**config.mk**
```make
export PLATFORM = sky130hd
export DESIGN_NAME = rlpfe_fifo
export DESIGN_NICKNAME = d
export VERILOG_FILES = /design/src/sv/rlpfe_fifo.sv
export SDC_FILE = /design/constraint.sdc
export NUM_CORES = 1
export LEC_CHECK = 0
export ABC_CLOCK_PERIOD_IN_PS = 3500
export BUFFER_PORTS_ARGS = -buffer_cell sky130_fd_sc_hd__buf_2
export CORE_MARGIN = 5
export CORE_UTILIZATION = 45
export CTS_CLUSTER_SIZE = 12
export DETAILED_ROUTE_END_ITERATION = 12
export PLACE_DENSITY = 0.64
export SETUP_SLACK_MARGIN = 0.1
export SLEW_MARGIN = 20
export SYNTH_ARGS = -nofsm -noshare
export SYNTH_HDL_FRONTEND = slang
export SYNTH_SLANG_ARGS = --single-unit
```
**constraint.sdc**
```tcl
create_clock -name clk -period 3.5 [get_ports clk]
set_clock_uncertainty 0.2 [all_clocks]
set_input_delay 0 -clock clk [delete_from_list [all_inputs] [get_ports clk]]
set_output_delay 0 -clock clk [all_outputs]
set_load 0.005 [all_outputs]
```
**src/sv/rlpfe_fifo.sv**
```systemverilog
// Small synchronous queue with occupancy count.
`timescale 1ns / 1ps

module rlpfe_fifo #(
    parameter int unsigned WIDTH = 8,
    parameter int unsigned DEPTH = 4
) (
    input  logic                       clk,
    input  logic                       rst_n,
    input  logic                       push,
    input  logic [WIDTH-1:0]           wdata,
    input  logic                       pop,
    output logic [WIDTH-1:0]           rdata,
    output logic                       empty,
    output logic                       full,
    output logic [$clog2(DEPTH+1)-1:0] count
);

    localparam int unsigned PW = (DEPTH > 1) ? $clog2(DEPTH) : 1;
    localparam int unsigned CW = $clog2(DEPTH + 1);
    localparam logic [PW-1:0] LAST_PTR = PW'(DEPTH - 1);
    localparam logic [CW-1:0] FULL_CNT = CW'(DEPTH);

    logic [WIDTH-1:0] store [DEPTH];
    logic [PW-1:0]    wr_ptr_reg, wr_ptr_next;
    logic [PW-1:0]    rd_ptr_reg, rd_ptr_next;
    logic [CW-1:0]    count_reg, count_next;
    logic             do_push;
    logic             do_pop;

    assign empty   = (count_reg == '0);
    assign full    = (count_reg == FULL_CNT);
    assign count   = count_reg;
    assign rdata   = store[rd_ptr_reg];
    assign do_push = push && !full;
    assign do_pop  = pop && !empty;

    // Advance pointers and track occupancy
    always_comb
    begin
        wr_ptr_next = wr_ptr_reg;
        rd_ptr_next = rd_ptr_reg;
        count_next  = count_reg;
        if (do_push)
        begin
            wr_ptr_next = (wr_ptr_reg == LAST_PTR) ? '0 : wr_ptr_reg + 1'b1;
        end
        if (do_pop)
        begin
            rd_ptr_next = (rd_ptr_reg == LAST_PTR) ? '0 : rd_ptr_reg + 1'b1;
        end
        case ({do_push, do_pop})
            2'b10:   count_next = count_reg + 1'b1;
            2'b01:   count_next = count_reg - 1'b1;
            default: count_next = count_reg;
        endcase
    end

    always_ff @(posedge clk or negedge rst_n)
    begin
        if (!rst_n)
        begin
            wr_ptr_reg <= '0;
            rd_ptr_reg <= '0;
            count_reg  <= '0;
        end
        else
        begin
            wr_ptr_reg <= wr_ptr_next;
            rd_ptr_reg <= rd_ptr_next;
            count_reg  <= count_next;
        end
    end

    // Write payload
    always_ff @(posedge clk)
    begin
        if (do_push)
        begin
            store[wr_ptr_reg] <= wdata;
        end
    end

endmodule

```
==> key figures <==
Status
  – Status: completed

Global route
  – Vias in the first global route: 883
  – Maximum number of pins on one net before global-route repair: 13
  – First-pass GRT wire length: 4.50 mm
  – Overall overflow remaining after global route: 0
  – All-layer global routing usage: 12.5%
  – Antenna violations before repair: 0

Die
  – I/O pins: 25
  – Total number of placement rows: 21
  – Effective utilization at floorplan: 47.5%
  – Die span in x: 69.8 µm
  – Die Height: 69.8 µm
  – Floorplan die area: 4880 µm²
  – Core Footprint: 3390 µm²

Timing
  – Post-route clock period utilization: 68.6%
  – RSZ-0062 raised after global routing: false
  – Highest achievable clock rate: 417 MHz
  – Number of setup violations in the final report: 0
  – Relative max-transition margin: 59.9%
  – Max Transition Viols Final: 0
  – Pin slew with the least headroom to its limit: 0.601 ns
  – Shortest period the worst path allows: 2.40 ns
  – Final Hold Vio Count: 0
  – Setup Total Neg Slack: 0 ns
  – Worst setup slack after layout: 1.10 ns

Route
  – Total via count in the routed design: 846
  – Routed wirelength normalized by instance count: 15.5 µm
  – Count of nets left with antenna violations after detail routing: 0
  – Total detailed-routing wirelength: 2.65 mm
  – Starting DRT DRC Count: 24
  – DR pass1 iterations: 4
  – DRC violations left: 0
  – Via density per instance: 4.95

Worst setup path
  – Worst-path fanout max: 6
  – Crit-path cells: or3b_4 -> and2_4 -> inv_1 -> ha_1 -> inv_1 -> fa_1 -> xor2_1 -> nor2_1 -> xor2_1
  – Endpoint arrival time on the critical path: 2.46 ns
  – Source of the critical timing path: count[0]
  – Element type at the critical path start: register
  – Critical path buffers and inverters: 2
  – Crit-path leading delay family: simple AND/OR/NAND/NOR gates
  – Critical register-to-register path startpoint: count[0]
  – Required @ worst endpoint: 3.56 ns
  – Cell type of the slowest stage on the worst timing path: or3b_4
  – Kind of end point of the critical path: register
  – Max stage delay on crit path: 0.45 ns
  – Category of the critical setup timing path: register to register
  – Setup slack of the worst register-to-register path: 1.10 ns

Run
  – Max capacitance violation total: 0

Power
  – Overall power after layout: 1.45 mW
  – Worst IR drop on VDD: 0.316 mV
  – PD cells: 739 nW/µm²
  – Share of power burned in registers: 50.6%
  – Total net switching power: 0.440 mW
  – Power share of the clock group: 16.0%
  – Total leakage power: 0.786 nW
  – Proportion of power drawn by combinational gates: 33.4%
  – Total internal power: 1.01 mW
  – Share of total power consumed by net switching: 30.4%

Synth
  – Count of state elements after synthesis: 39
  – Count of warnings emitted by yosys: 0
  – Synth Net Count: 102
  – Post-synthesis instance area: 1610 µm²
  – Count of cell types in the netlist: 19
  – Post-synthesis area per instance: 19.4 µm²
  – Share of the yosys chip area belonging to registers: 70.5%
  – Instance count of the mapped netlist: 83

Finish
  – Most frequent cells in the layout: 32 x edfxtp_1, 24 x buf_2, 12 x dlygate4sd3_1
  – Area growth from synthesis to final layout: 21.7%
  – Antenna diode count: 0
  – Final net count: 143
  – Filler Cell Count: 273
  – Number of flip-flops under the largest register name: 32
  – Fraction of final layout cells sized beyond drive strength 1: 39.2%
  – Commonest non-fill, non-tap cell in the layout: edfxtp_1

Clocking
  – Post-CTS setup-driven buffer insertion count: 0
  – CTS tree: done
  – Clk pin slew, worst setup/hold paths: 0.11 ns
  – Maximum root-to-sink buffer count: 2
  – Worst skew pair latency: 0.33 ns
  – Number of sinks driven by the clock tree: 39
  – Inserted Clock Buffers: 5
  – Buffer type at the clock tree root: clkbuf_4
  – Htree depth: 2

Placement
  – Post-placement setup slack: 1.11 ns
  – Port Buffers: 24
  – Routability congestion estimate: 0.849

Hold path
  – Origin of the worst min-delay path: wdata[2]
  – Worst hold path class: primary input to register
[power groups by stage]
stage | logic, mW | registers [mW] | clock network [mW]
finish | 0.484 | 0.733 | 0.232
global placement | 0.475 | 0.739 | 0
global route | 0.541 | 0.756 | 0.262
detailed placement | 0.484 | 0.747 | 0
floorplan | 0.370 | 0.682 | 0
CTS | 0.495 | 0.737 | 0.239
[stage by stage]
| step | hold WS, ns | instance area [µm²] | utilization, % | instances |
|---|---|---|---|---|
| floorplan | -0.496 | 1610 | - | 83 |
| global placement | -0.362 | 1780 | 52.5 | 151 |
| detailed placement | -0.358 | 1780 | 52.5 | 151 |
| CTS | 0.191 | 1960 | 57.8 | 171 |
| global route | 0.200 | 1960 | 57.8 | 171 |
| finish | 0.208 | 1960 | 57.8 | 171 |
[final cells by class]
cell class | instances | area (µm²) | share of cell area, %
Sequential cell | 39 | 1140 | 57.9
Tap cell | 46 | 57.6 | 2.94
Inverter | 8 | 30.0 | 1.53
Multi-Input combinational cell | 34 | 437 | 22.3
Timing Repair Buffer | 36 | 240 | 12.3
Clock inverter | 1 | 5.00 | 0.255
Clock buffer | 7 | 55.1 | 2.81
[metal layers]
layer / GRT usage, % / vias up / part of all wire [%]
met2: 20.4 / 21 / 51
li1: - / 394 / -
met4: 4.47 / 0 / 1.8
met5: 0 / - / 0
met3: 5.36 / 5 / 5.5
met1: 14.9 / 426 / 41
[cells by family (layout without fill, tap and decap cells)]
| family | after synthesis | after routing | share of synthesized area, % |
|---|---|---|---|
| multiplexers | 13 | 13 | 15.1 |
| flip-flops | 39 | 39 | 70.5 |
| buffers and inverters | 10 | 52 | 2.41 |
| AND/OR/NAND/NOR | 11 | 11 | 4.50 |
| adder cells (fa/ha/maj) | 7 | 7 | 5.90 |
| XOR/XNOR | 3 | 3 | 1.63 |
[path summary, 6_finish.rpt]
check	endpoint	depth (start not counted)
setup / recovery	count[2]	9
min in group asynchronous	rd_ptr_reg[0]	3
hold / removal	store[0][2]	2
max in group asynchronous	count[0]	3
hold reg to reg	count[2]	1
setup reg to reg	count[2]	9
[cells in the mapped netlist, drive strengths merged]
library cell,n,area share (%)
mux4,8,11
edfxtp,32,60
xor2,2,1.1
buf,2,0.54
inv,8,1.9
and2,1,0.54
ha,6,4.7
nor2,3,0.70
dfrtp,7,11
fa,1,1.2
and3,4,1.9
xnor2,1,0.54
nor3,1,0.31
or3b,1,0.70
nand2b,1,0.39
mux2,4,3.3
mux2i,1,0.62
[repair_timing]
item                                   CTS  global route
gates resized for setup                  0             0
endpoints found under the hold margin   43             0
setup endpoints to repair                0             0
hold buffers                            12             0
(Power assumes the default switching activity.)
