===== src/sv/rlpfe_pkg.sv =====
// Shared types, codes and helper functions for the RGB LED PWM frame encoder.
`timescale 1ns / 1ps

package rlpfe_pkg;

    localparam int unsigned CNT_W          = 9;
    localparam int unsigned DUTY_W         = 16;
    localparam int unsigned SLOT_W         = 8;
    localparam int unsigned COLOR_W        = 24;
    localparam int unsigned BITS_PER_COLOR = 8;
    localparam int unsigned BITCNT_W       = 5;
    localparam int unsigned CFG_IDX_W      = 3;
    localparam int unsigned CFG_DATA_W     = 16;

    // Data slots per pixel: green, red, blue
    localparam logic [BITCNT_W-1:0] PIXEL_BITS = BITCNT_W'(3 * BITS_PER_COLOR);

    // Request operation codes
    localparam logic [1:0] OP_SET   = 2'd0;
    localparam logic [1:0] OP_START = 2'd1;
    localparam logic [1:0] OP_TICK  = 2'd2;

    // Result status codes
    localparam logic [1:0] ST_OK        = 2'd0;
    localparam logic [1:0] ST_BAD_INDEX = 2'd1;
    localparam logic [1:0] ST_BUSY      = 2'd2;

    // Configuration register indexes
    localparam logic [CFG_IDX_W-1:0] REG_LED_COUNT   = 3'd0;
    localparam logic [CFG_IDX_W-1:0] REG_DUTY_ZERO   = 3'd1;
    localparam logic [CFG_IDX_W-1:0] REG_DUTY_ONE    = 3'd2;
    localparam logic [CFG_IDX_W-1:0] REG_RESET_SLOTS = 3'd3;
    localparam logic [CFG_IDX_W-1:0] REG_POST_SLOTS  = 3'd4;

    typedef enum logic [1:0] {
        PH_IDLE,
        PH_RESET,
        PH_DATA,
        PH_POST
    } phase_t;

    // Command class decided by the front end
    typedef enum logic [2:0] {
        K_NOP,
        K_SET_OK,
        K_SET_BAD,
        K_START,
        K_TICK
    } kind_t;

    typedef struct packed {
        logic [1:0]         operation;
        logic [7:0]         led_index;
        logic [COLOR_W-1:0] color;
    } request_t;

    typedef struct packed {
        logic [1:0]        status;
        logic [DUTY_W-1:0] duty;
        logic              slot_valid;
        logic              frame_last;
    } result_t;

    typedef struct packed {
        kind_t              kind;
        logic [7:0]         led_index;
        logic [COLOR_W-1:0] color;
    } cmd_t;

    typedef struct packed {
        logic [CNT_W-1:0]  led_count;
        logic [DUTY_W-1:0] duty_zero;
        logic [DUTY_W-1:0] duty_one;
        logic [SLOT_W-1:0] reset_slots;
        logic [SLOT_W-1:0] post_slots;
    } cfg_t;

    typedef struct packed {
        phase_t              phase;
        logic [CNT_W-1:0]    pix_cnt;
        logic [BITCNT_W-1:0] bit_cnt;
        logic [SLOT_W-1:0]   slot_cnt;
    } frame_t;

    // Status from the back end toward the queue logic
    typedef struct packed {
        logic clearing;
        logic inflight;
    } back_stat_t;

    localparam cfg_t CFG_RESET = '{
        led_count:   9'd0,
        duty_zero:   16'd48,
        duty_one:    16'd96,
        reset_slots: 8'd50,
        post_slots:  8'd2
    };

    // Leave every part of the frame that has no slots left
    function automatic frame_t settle(input frame_t s, input logic [CNT_W-1:0] live,
                                      input logic [SLOT_W-1:0] rs,
                                      input logic [SLOT_W-1:0] ps);
        frame_t r;
        r = s;
        if (r.phase == PH_RESET && r.slot_cnt >= rs)
        begin
            r.phase   = PH_DATA;
            r.pix_cnt = '0;
            r.bit_cnt = '0;
        end
        if (r.phase == PH_DATA && r.pix_cnt >= live)
        begin
            r.phase    = PH_POST;
            r.slot_cnt = '0;
            r.bit_cnt  = '0;
        end
        if (r.phase == PH_POST && r.slot_cnt >= ps)
        begin
            r.phase    = PH_IDLE;
            r.slot_cnt = '0;
            r.pix_cnt  = '0;
            r.bit_cnt  = '0;
        end
        return r;
    endfunction

    // Reorder a stored color (blue, green, red) into wire order (green, red, blue)
    function automatic logic [COLOR_W-1:0] grb_order(input logic [COLOR_W-1:0] c);
        return {c[15:8], c[7:0], c[23:16]};
    endfunction

endpackage


===== src/sv/rlpfe_front.sv =====
// Front end: request handshake and classification of each request into a command.
`timescale 1ns / 1ps

module rlpfe_front (
    input  logic                            push,
    input  rlpfe_pkg::request_t             request,
    input  logic [rlpfe_pkg::CNT_W-1:0]     live_count,
    input  logic                            blocked,
    output logic                            full,
    output logic                            cmd_push,
    output rlpfe_pkg::cmd_t                 cmd
);

    assign full     = blocked;
    assign cmd_push = push && !blocked;

    // Classify the operation; a set is checked against the live LED count here
    always_comb
    begin
        cmd.led_index = request.led_index;
        cmd.color     = request.color;
        case (request.operation)
            rlpfe_pkg::OP_SET:
            begin
                if ({1'b0, request.led_index} < live_count)
                begin
                    cmd.kind = rlpfe_pkg::K_SET_OK;
                end
                else
                begin
                    cmd.kind = rlpfe_pkg::K_SET_BAD;
                end
            end
            rlpfe_pkg::OP_START: cmd.kind = rlpfe_pkg::K_START;
            rlpfe_pkg::OP_TICK:  cmd.kind = rlpfe_pkg::K_TICK;
            default:             cmd.kind = rlpfe_pkg::K_NOP;
        endcase
    end

endmodule


===== config.mk =====
export PLATFORM = sky130hd
export DESIGN_NAME = rlpfe_front
export DESIGN_NICKNAME = d
export VERILOG_FILES = /design/src/sv/rlpfe_pkg.sv /design/src/sv/rlpfe_front.sv
export SDC_FILE = /design/constraint.sdc
export NUM_CORES = 1
export LEC_CHECK = 0
export ABC_CLOCK_PERIOD_IN_PS = 850
export BUFFER_PORTS_ARGS = -buffer_cell sky130_fd_sc_hd__buf_2
export CORE_ASPECT_RATIO = 1.2
export CORE_MARGIN = 5
export CORE_UTILIZATION = 26
export DETAILED_ROUTE_END_ITERATION = 8
export PLACE_DENSITY = 0.78
export SETUP_SLACK_MARGIN = 0.2
export SLEW_MARGIN = 20
export SYNTH_ARGS = -nofsm -noshare
export SYNTH_HDL_FRONTEND = slang
export SYNTH_SLANG_ARGS = --single-unit

===== constraint.sdc =====
create_clock -name vclk -period 0.85
set_input_delay 0 -clock vclk [all_inputs]
set_output_delay 0 -clock vclk [all_outputs]
set_load 0.1 [all_outputs]

==> results.toml, run 1 <==
[outcome]
status = "finished, violations left"
violations = "negative setup slack"

[setup_path]
cp_data_required_time_ps = 850
end_kind = "primary output"
crit_fanout = 2
start_kind = "primary input"
cpMaxStageDelayCell = "a311oi_4"
path_class = "primary input to primary output"
crit_path_cell_trace = "buf_6, inv_4, ha_4, a211oi_4, buf_4, nor4_2, a311oi_4, buf_12"
slowest_delay_ps = 300
critPathArrivalTime_ps = 1280
critPathLaunch = "live_count[6]"

[die]
die_x_um = 49.4
core-area_um2 = 1810
initial_core_util = 0.268
die_h_um = 57.3
rows = 17
ioPinCount = 82
floorplan.die_area_um2 = 2830

[power_and_ir_drop]
powerDensity_nw_per_um2 = 858
leakage_nw = 0.401
vdd_drop_max_mv = 0.281

[global_routing]
first_global_vias = 450
track_usage = 0.0873
grt_pass1_wl_um = 2130
grt_max_degree = 5
antenna_found_initial = 0
grt_overflow = 0

[yosys]
yosysSeqAreaShare = 0
ys_warn_count = 0
syn_area_um2 = 484
synthTopCellsByArea = "buf_4, ha_1, inv_1, nor2b_1, a211oi_2"
synth_top_area_frac = 0.512
synth.most_common_cell = "buf_4"
synth_cells = 66
yosys-top-cells-count = "buf_4, ha_1, inv_1"
yosys.area.top_type = "buf_4"
avgSynthCellArea_um2 = 7.34
ys_types = 15
syn_nets = 118

[timing]
max_freq_ghz = 0.784
timing.final.crit_share = 1.50
slew_violations = 0
grt_setup_unrepaired = "yes"
timing.hold.ws_ps = 0.0386
slew-limit-headroom = 0.674
tns_ps = -802
setup_viol = 2
setup_ws_ps = -426
fin_crit_ps = 1280
final_hold_viol_count = 0
tightestPinTransition_ps = 492

[detailed_routing]
wl_per_cell_um = 12.4
drtIter0Drc = 3
antenna_left = 0
via_per_inst = 4.42
drt_wl_total_um = 1220
drc_errors = 0
vias = 438
drt-pass1-iter-count = 2

[finish]
drive_gt1_frac = 0.775
area_growth_pct = 71.6
design.seq.count = 0
fillCellCount = 169
nClkBuffers = 0
fin_util = 0.460
antenna_cells = 0
seq_area_um2 = 0
layout.nets = 134
layout.cells.non_filler = 99

[worst_hold_path]
hp-start = "request[5]"
worst_hold_path_type = "primary input to primary output"

[placed_design]
place_congestion = 0.690
dp_slack_ps = -613
post-dp-hpwl_um = 1140
numPortBuffers = 34
dp.cells = 98

[clocking]
ctsHoldBuffers = 0

[flow_run]
drv_cap = 0
[final timing paths]
check                     end  slack, ps  depth (start not counted)
worst max-delay path  cmd[32]       -430                          8
worst min-delay path   cmd[5]       0.04                          0
[layer usage]
layer,global-route usage,wire length (um),vias up
li1,-,-,213
met1,0.0888,379,187
met2,0.171,655,30
met3,0.0235,166,8
met4,0.0225,23,0
met5,0,0,-
[metrics by stage]
step                power, mW  area, um2
global route            0.755        831
detailed placement      0.665        761
CTS                     0.711        822
finish                  0.713        831
global placement        0.650        761
floorplan               0.951        574
[critical path, delay by kind of cell]
family / cells / cell delay, ps
adder cells (fa/ha/maj): 1 / 200
AO/OA/AOI/OAI: 2 / 530
AND/OR/NAND/NOR: 1 / 40
buffers and inverters: 4 / 500
[final cells by class]
type	instances	area, um2	share of cell area
timing repair buffer	47	458	0.551
multi-input combinational	26	318	0.383
inverter	7	31.3	0.0377
tap	19	23.8	0.0286
[what timing repair did]
action	in CTS	in global routing
setup buffers	1	0
gates cloned	0	0
pin swaps	4	1
setup endpoints to repair	2	2
gates resized for setup	11	2
[logic make-up (layout without fill, tap and decap cells)]
kind of cell               count (synthesis)  in the layout  synth area share
and+or+nand+nor                           13             13             0.147
AOI/OAI and AO/OA                          6              6             0.106
buffers and inverters                     40             54             0.566
adders and majority gates                  7              7             0.181
[report_power, final]
part	internal (mW)	switching [mW]
Combinational	0.300	0.413
Sequential	0	0
Clock	0	0
Total	0.300	0.413
[layout by cell type (no fill, tap or decap), types with 3 or more instances in the layout]
| cell | n |
|---|---|
| buf_12 | 11 |
| buf_2 | 19 |
| buf_4 | 13 |
| buf_6 | 4 |
| ha_4 | 4 |
| inv_1 | 5 |
| nor2_1 | 3 |
Note: power is estimated with default switching activity, not from simulation.
==> run 2: changes to the inputs <==
Settings changed: CELL_PAD_IN_SITES_DETAIL_PLACEMENT from default to 1, CELL_PAD_IN_SITES_GLOBAL_PLACEMENT from default to 1, CORE_UTILIZATION 26 to 15, PLACE_DENSITY 0.78 to 0.79.
==> run 2 against run 1 <==
Against the previous run: the flow still finishes with violations (negative setup slack); core utilization shrank 18 points; critical path depth shrank 2; sequential share of layout area is the same; die area grew 58%; clock-buffer cell count is the same; non-clock buffer count shrank 2; routed wire length grew 20%; final area grew 2.3%; critical path type unchanged; critical endpoint is now cmd[33]; largest power group unchanged.
==> results.toml, run 2 (synthesis gave the netlist of run 1 again) <==
[timing]
timing.final.crit_share = 1.48
max_freq_ghz = 0.794
slew_violations = 0
grt_setup_unrepaired = "yes"
setup_viol = 2
final_hold_viol_count = 0
tns_ps = -819
timing.hold.ws_ps = 0.0439
slew-limit-headroom = 0.675
fin_crit_ps = 1260
setup_ws_ps = -410
tightestPinTransition_ps = 490

[finish]
nClkBuffers = 0
seq_area_um2 = 0
fin_util = 0.276
fillCellCount = 361
final_cell_mix = "buf_2, buf_12, buf_4"
layout.nets = 132
antenna_cells = 0
drive_gt1_frac = 0.808
design.seq.count = 0
layout_commonest_cell = "buf_2"
area_growth_pct = 75.5
postLayoutCellArea_um2 = 850

[detailed_routing]
drc_errors = 0
via_per_inst = 4.10
drt-pass1-iter-count = 1
vias = 467
drt_wl_total_um = 1470
wl_per_cell_um = 12.9
antenna_left = 0
drtIter0Drc = 0

[global_routing]
first_global_vias = 501
grt_overflow = 0
grt_pass1_wl_um = 2170
track_usage = 0.0600
grt_max_degree = 5
antenna_found_initial = 0

[outcome]
violations = "negative setup slack"
status = "finished, violations left"

[die]
die_h_um = 72.2
floorplan.die_area_um2 = 4470
die_x_um = 61.9
core-area_um2 = 3080
ioPinCount = 82
initial_core_util = 0.157
rows = 22

[setup_path]
cp_data_required_time_ps = 850
end_kind = "primary output"
start_kind = "primary input"
crit_fanout = 2
path_class = "primary input to primary output"
critPathArrivalTime_ps = 1260

[power_and_ir_drop]
leakage_nw = 0.389
powerDensity_nw_per_um2 = 836
vdd_drop_max_mv = 0.446

[placed_design]
numPortBuffers = 34
post-dp-hpwl_um = 1320
postPlaceCellArea_um2 = 759
place_congestion = 0.646

[worst_hold_path]
worst_hold_path_type = "primary input to primary output"
hold_end = "cmd[6]"
hp-start = "request[6]"
hold_depth = 0

[flow_run]
drv_cap = 0
==> run 2: per-layer routing <==
layer	part of all wire	global-route usage	wire length, um	vias to the layer above
li1	-	-	-	209
met1	0.32	0.0582	463	204
met2	0.50	0.115	729	38
met3	0.13	0.00534	190	16
met4	0.056	0.0354	82	0
met5	0	0	0	-
==> run 2: critical path, stage by stage <==
cell and delay [ps]:
buf_8 100, ha_4 230, a211oi_2 170, o211ai_1 190
a311o_2 380, buf_6 190
==> run 2: metrics by stage <==
| step | total power [mW] | setup WS [ps] | cells |
|---|---|---|---|
| CTS | 0.696 | -417 | 114 |
| floorplan | 0.951 | -680 | 66 |
| global route | 0.749 | -464 | 114 |
| global placement | 0.640 | -605 | 114 |
| finish | 0.711 | -410 | 114 |
| detailed placement | 0.655 | -606 | 114 |
==> run 2: layout make-up <==
type                       count  area [um2]  share of cell area
inverter                       7        33.8              0.0398
multi-input combinational     26         334               0.393
tap                           36        45.0              0.0530
timing repair buffer          45         437               0.514
==> run 2: where the power goes <==
group	internal (mW)	total [mW]	switching (mW)
clock network	0	0	0
logic	0.290	0.711	0.420
registers	0	0	0
total	0.290	0.711	0.420
==> run 2: worst max-delay path by stage <==
| stage | startpoint | end | slack [ps] |
|---|---|---|---|
| floorplan | request[30] | cmd[32] | -680 |
| global placement | request[26] | cmd[33] | -600 |
| detailed placement | request[26] | cmd[33] | -610 |
| CTS | request[26] | cmd[32] | -420 |
| global route | request[26] | cmd[33] | -460 |
| finish | request[26] | cmd[33] | -410 |
==> run 2: what timing repair did <==
item                                    in CTS  in global routing
hold buffers                                 0                  0
pin swaps                                    5                  4
buffers inserted                             0                  0
resized for setup                           13                  7
endpoints found under the setup margin       3                  3
==> run 3: changes to the inputs <==
==> constraint.sdc (replaced) <==
create_clock -name vclk -period 0.85
set_input_delay 0.255 -clock vclk [all_inputs]
set_output_delay 0.255 -clock vclk [all_outputs]
set_load 0.1 [all_outputs]
==> run 3 against run 2 <==
Against the previous run: first-iteration DRC count is 3 higher; global-route usage grew 1.0 points; non-clock buffer count up 6; critical path depth up 1; cell count grew 5.3%; total power up 12%; worst setup slack got worse by 530 ps; via count is 3.4% higher; critical endpoint is now cmd[32]; final area rose by 20%; largest power group unchanged; the flow still finishes with violations (negative setup slack); sequential cell count is the same.
==> results.toml, run 3 (synthesis gave the netlist of run 1 again) <==
[setup_path]
cp.depth = 7
cp_data_required_time_ps = 590
path_buf_inv = 3
crit_path_cell_trace = "buf_8, ha_4, a211oi_2, o211ai_1, buf_4, a311oi_4, buf_12"
critPathLaunch = "request[26]"
cpMaxStageDelayCell = "a311oi_4"
crit_fanout = 2
critPathArrivalTime_ps = 1530
slowest_delay_ps = 240
path_class = "primary input to primary output"
start_kind = "primary input"
crit_family = "compound AO/OA/AOI/OAI gates"
end_kind = "primary output"
cp-endpoint = "cmd[32]"

[finish]
design.seq.count = 0
antenna_cells = 0
seq_area_um2 = 0
nClkBuffers = 0
drive_gt1_frac = 0.798
fillCellCount = 358
fin_util = 0.331
layout.nets = 138
multi_input_area_um2 = 308
area_growth_pct = 111
final_cell_mix = "buf_6, buf_12, buf_2"
layout_commonest_cell = "buf_6"

[flow_run]
drv_cap = 0

[outcome]
status = "finished, violations left"
violations = "negative setup slack"

[power_and_ir_drop]
vdd_drop_max_mv = 0.368
powerDensity_nw_per_um2 = 784
leakage_nw = 0.469

[global_routing]
antenna_found_initial = 0
track_usage = 0.0701
grt_overflow = 0
grt_pass1_wl_um = 2490
first_global_vias = 566
grt_max_degree = 4

[detailed_routing]
antenna_left = 0
drt-pass1-iter-count = 2
drtIter0Drc = 3
via_per_inst = 4.03
vias = 483
drc_errors = 0
wl_per_cell_um = 13.3
drt_wl_total_um = 1600

[timing]
grt_setup_unrepaired = "yes"
fin_crit_ps = 1790
slew_violations = 0
timing.hold.ws_ps = 510
setup_ws_ps = -938
slew-limit-headroom = 0.787
final_hold_viol_count = 0
timing.final.crit_share = 2.10
tightestPinTransition_ps = 318
setup_viol = 12
max_freq_ghz = 0.559

[clocking]
ctsHoldBuffers = 0
cts_setup_buffers = 0

[worst_hold_path]
hp-start = "request[22]"
worst_hold_path_type = "primary input to primary output"

[placed_design]
place_congestion = 0.729
post-dp-hpwl_um = 1440
numPortBuffers = 34

[die]
ioPinCount = 82
rows = 22
die_h_um = 72.2
core-area_um2 = 3080
floorplan.die_area_um2 = 4470
initial_core_util = 0.157
die_x_um = 61.9
## run 3: cell count changes in the layout (fill, tap and decap cells not counted), sizes merged
cell  change
buf       +6
## run 3: cell type report
class,count,area share
inverter,7,0.0307
multi-input combinational,26,0.302
tap,36,0.0442
timing repair buffer,51,0.623
## run 3: report_power, final
group / total (mW) / leakage, nW / switching (mW) / internal (mW)
sequential: 0 / 0 / 0 / 0
clock: 0 / 0 / 0 / 0
combinational: 0.799 / 0.469 / 0.426 / 0.374
total: 0.799 / 0.469 / 0.426 / 0.374
## run 3: stage by stage
stage	cells	setup TNS (ps)	setup WS (ps)	total power [mW]	area [um2]
CTS	120	-2440	-953	0.800	1000
finish	120	-2370	-938	0.799	1020
floorplan	66	-2380	-1190	1.29	1230
global placement	120	-3000	-1050	0.696	850
global route	120	-2580	-1010	0.843	1020
detailed placement	120	-3120	-1070	0.714	850
## run 3: repair_timing
action	4_1_cts	5_1_grt
resized for setup	38	5
hold endpoints to repair	0	0
pin swaps	4	2
setup endpoints to repair	13	13
## run 3: worst min-delay path by stage
| stage | cells past startpoint | to |
|---|---|---|
| finish | 0 | cmd[22] |
| global route | 0 | cmd[10] |
| CTS | 0 | cmd[16] |
| detailed placement | 0 | cmd[16] |
| global placement | 0 | cmd[16] |
| floorplan | 1 | cmd[34] |
## run 3: layer usage
layer  vias up  track usage  wire length [um]
met5         -            0                 0
met4         0      0.00472                 5
met3         2       0.0267               248
met2        52        0.151               917
met1       210       0.0571               424
li1        219            -                 -
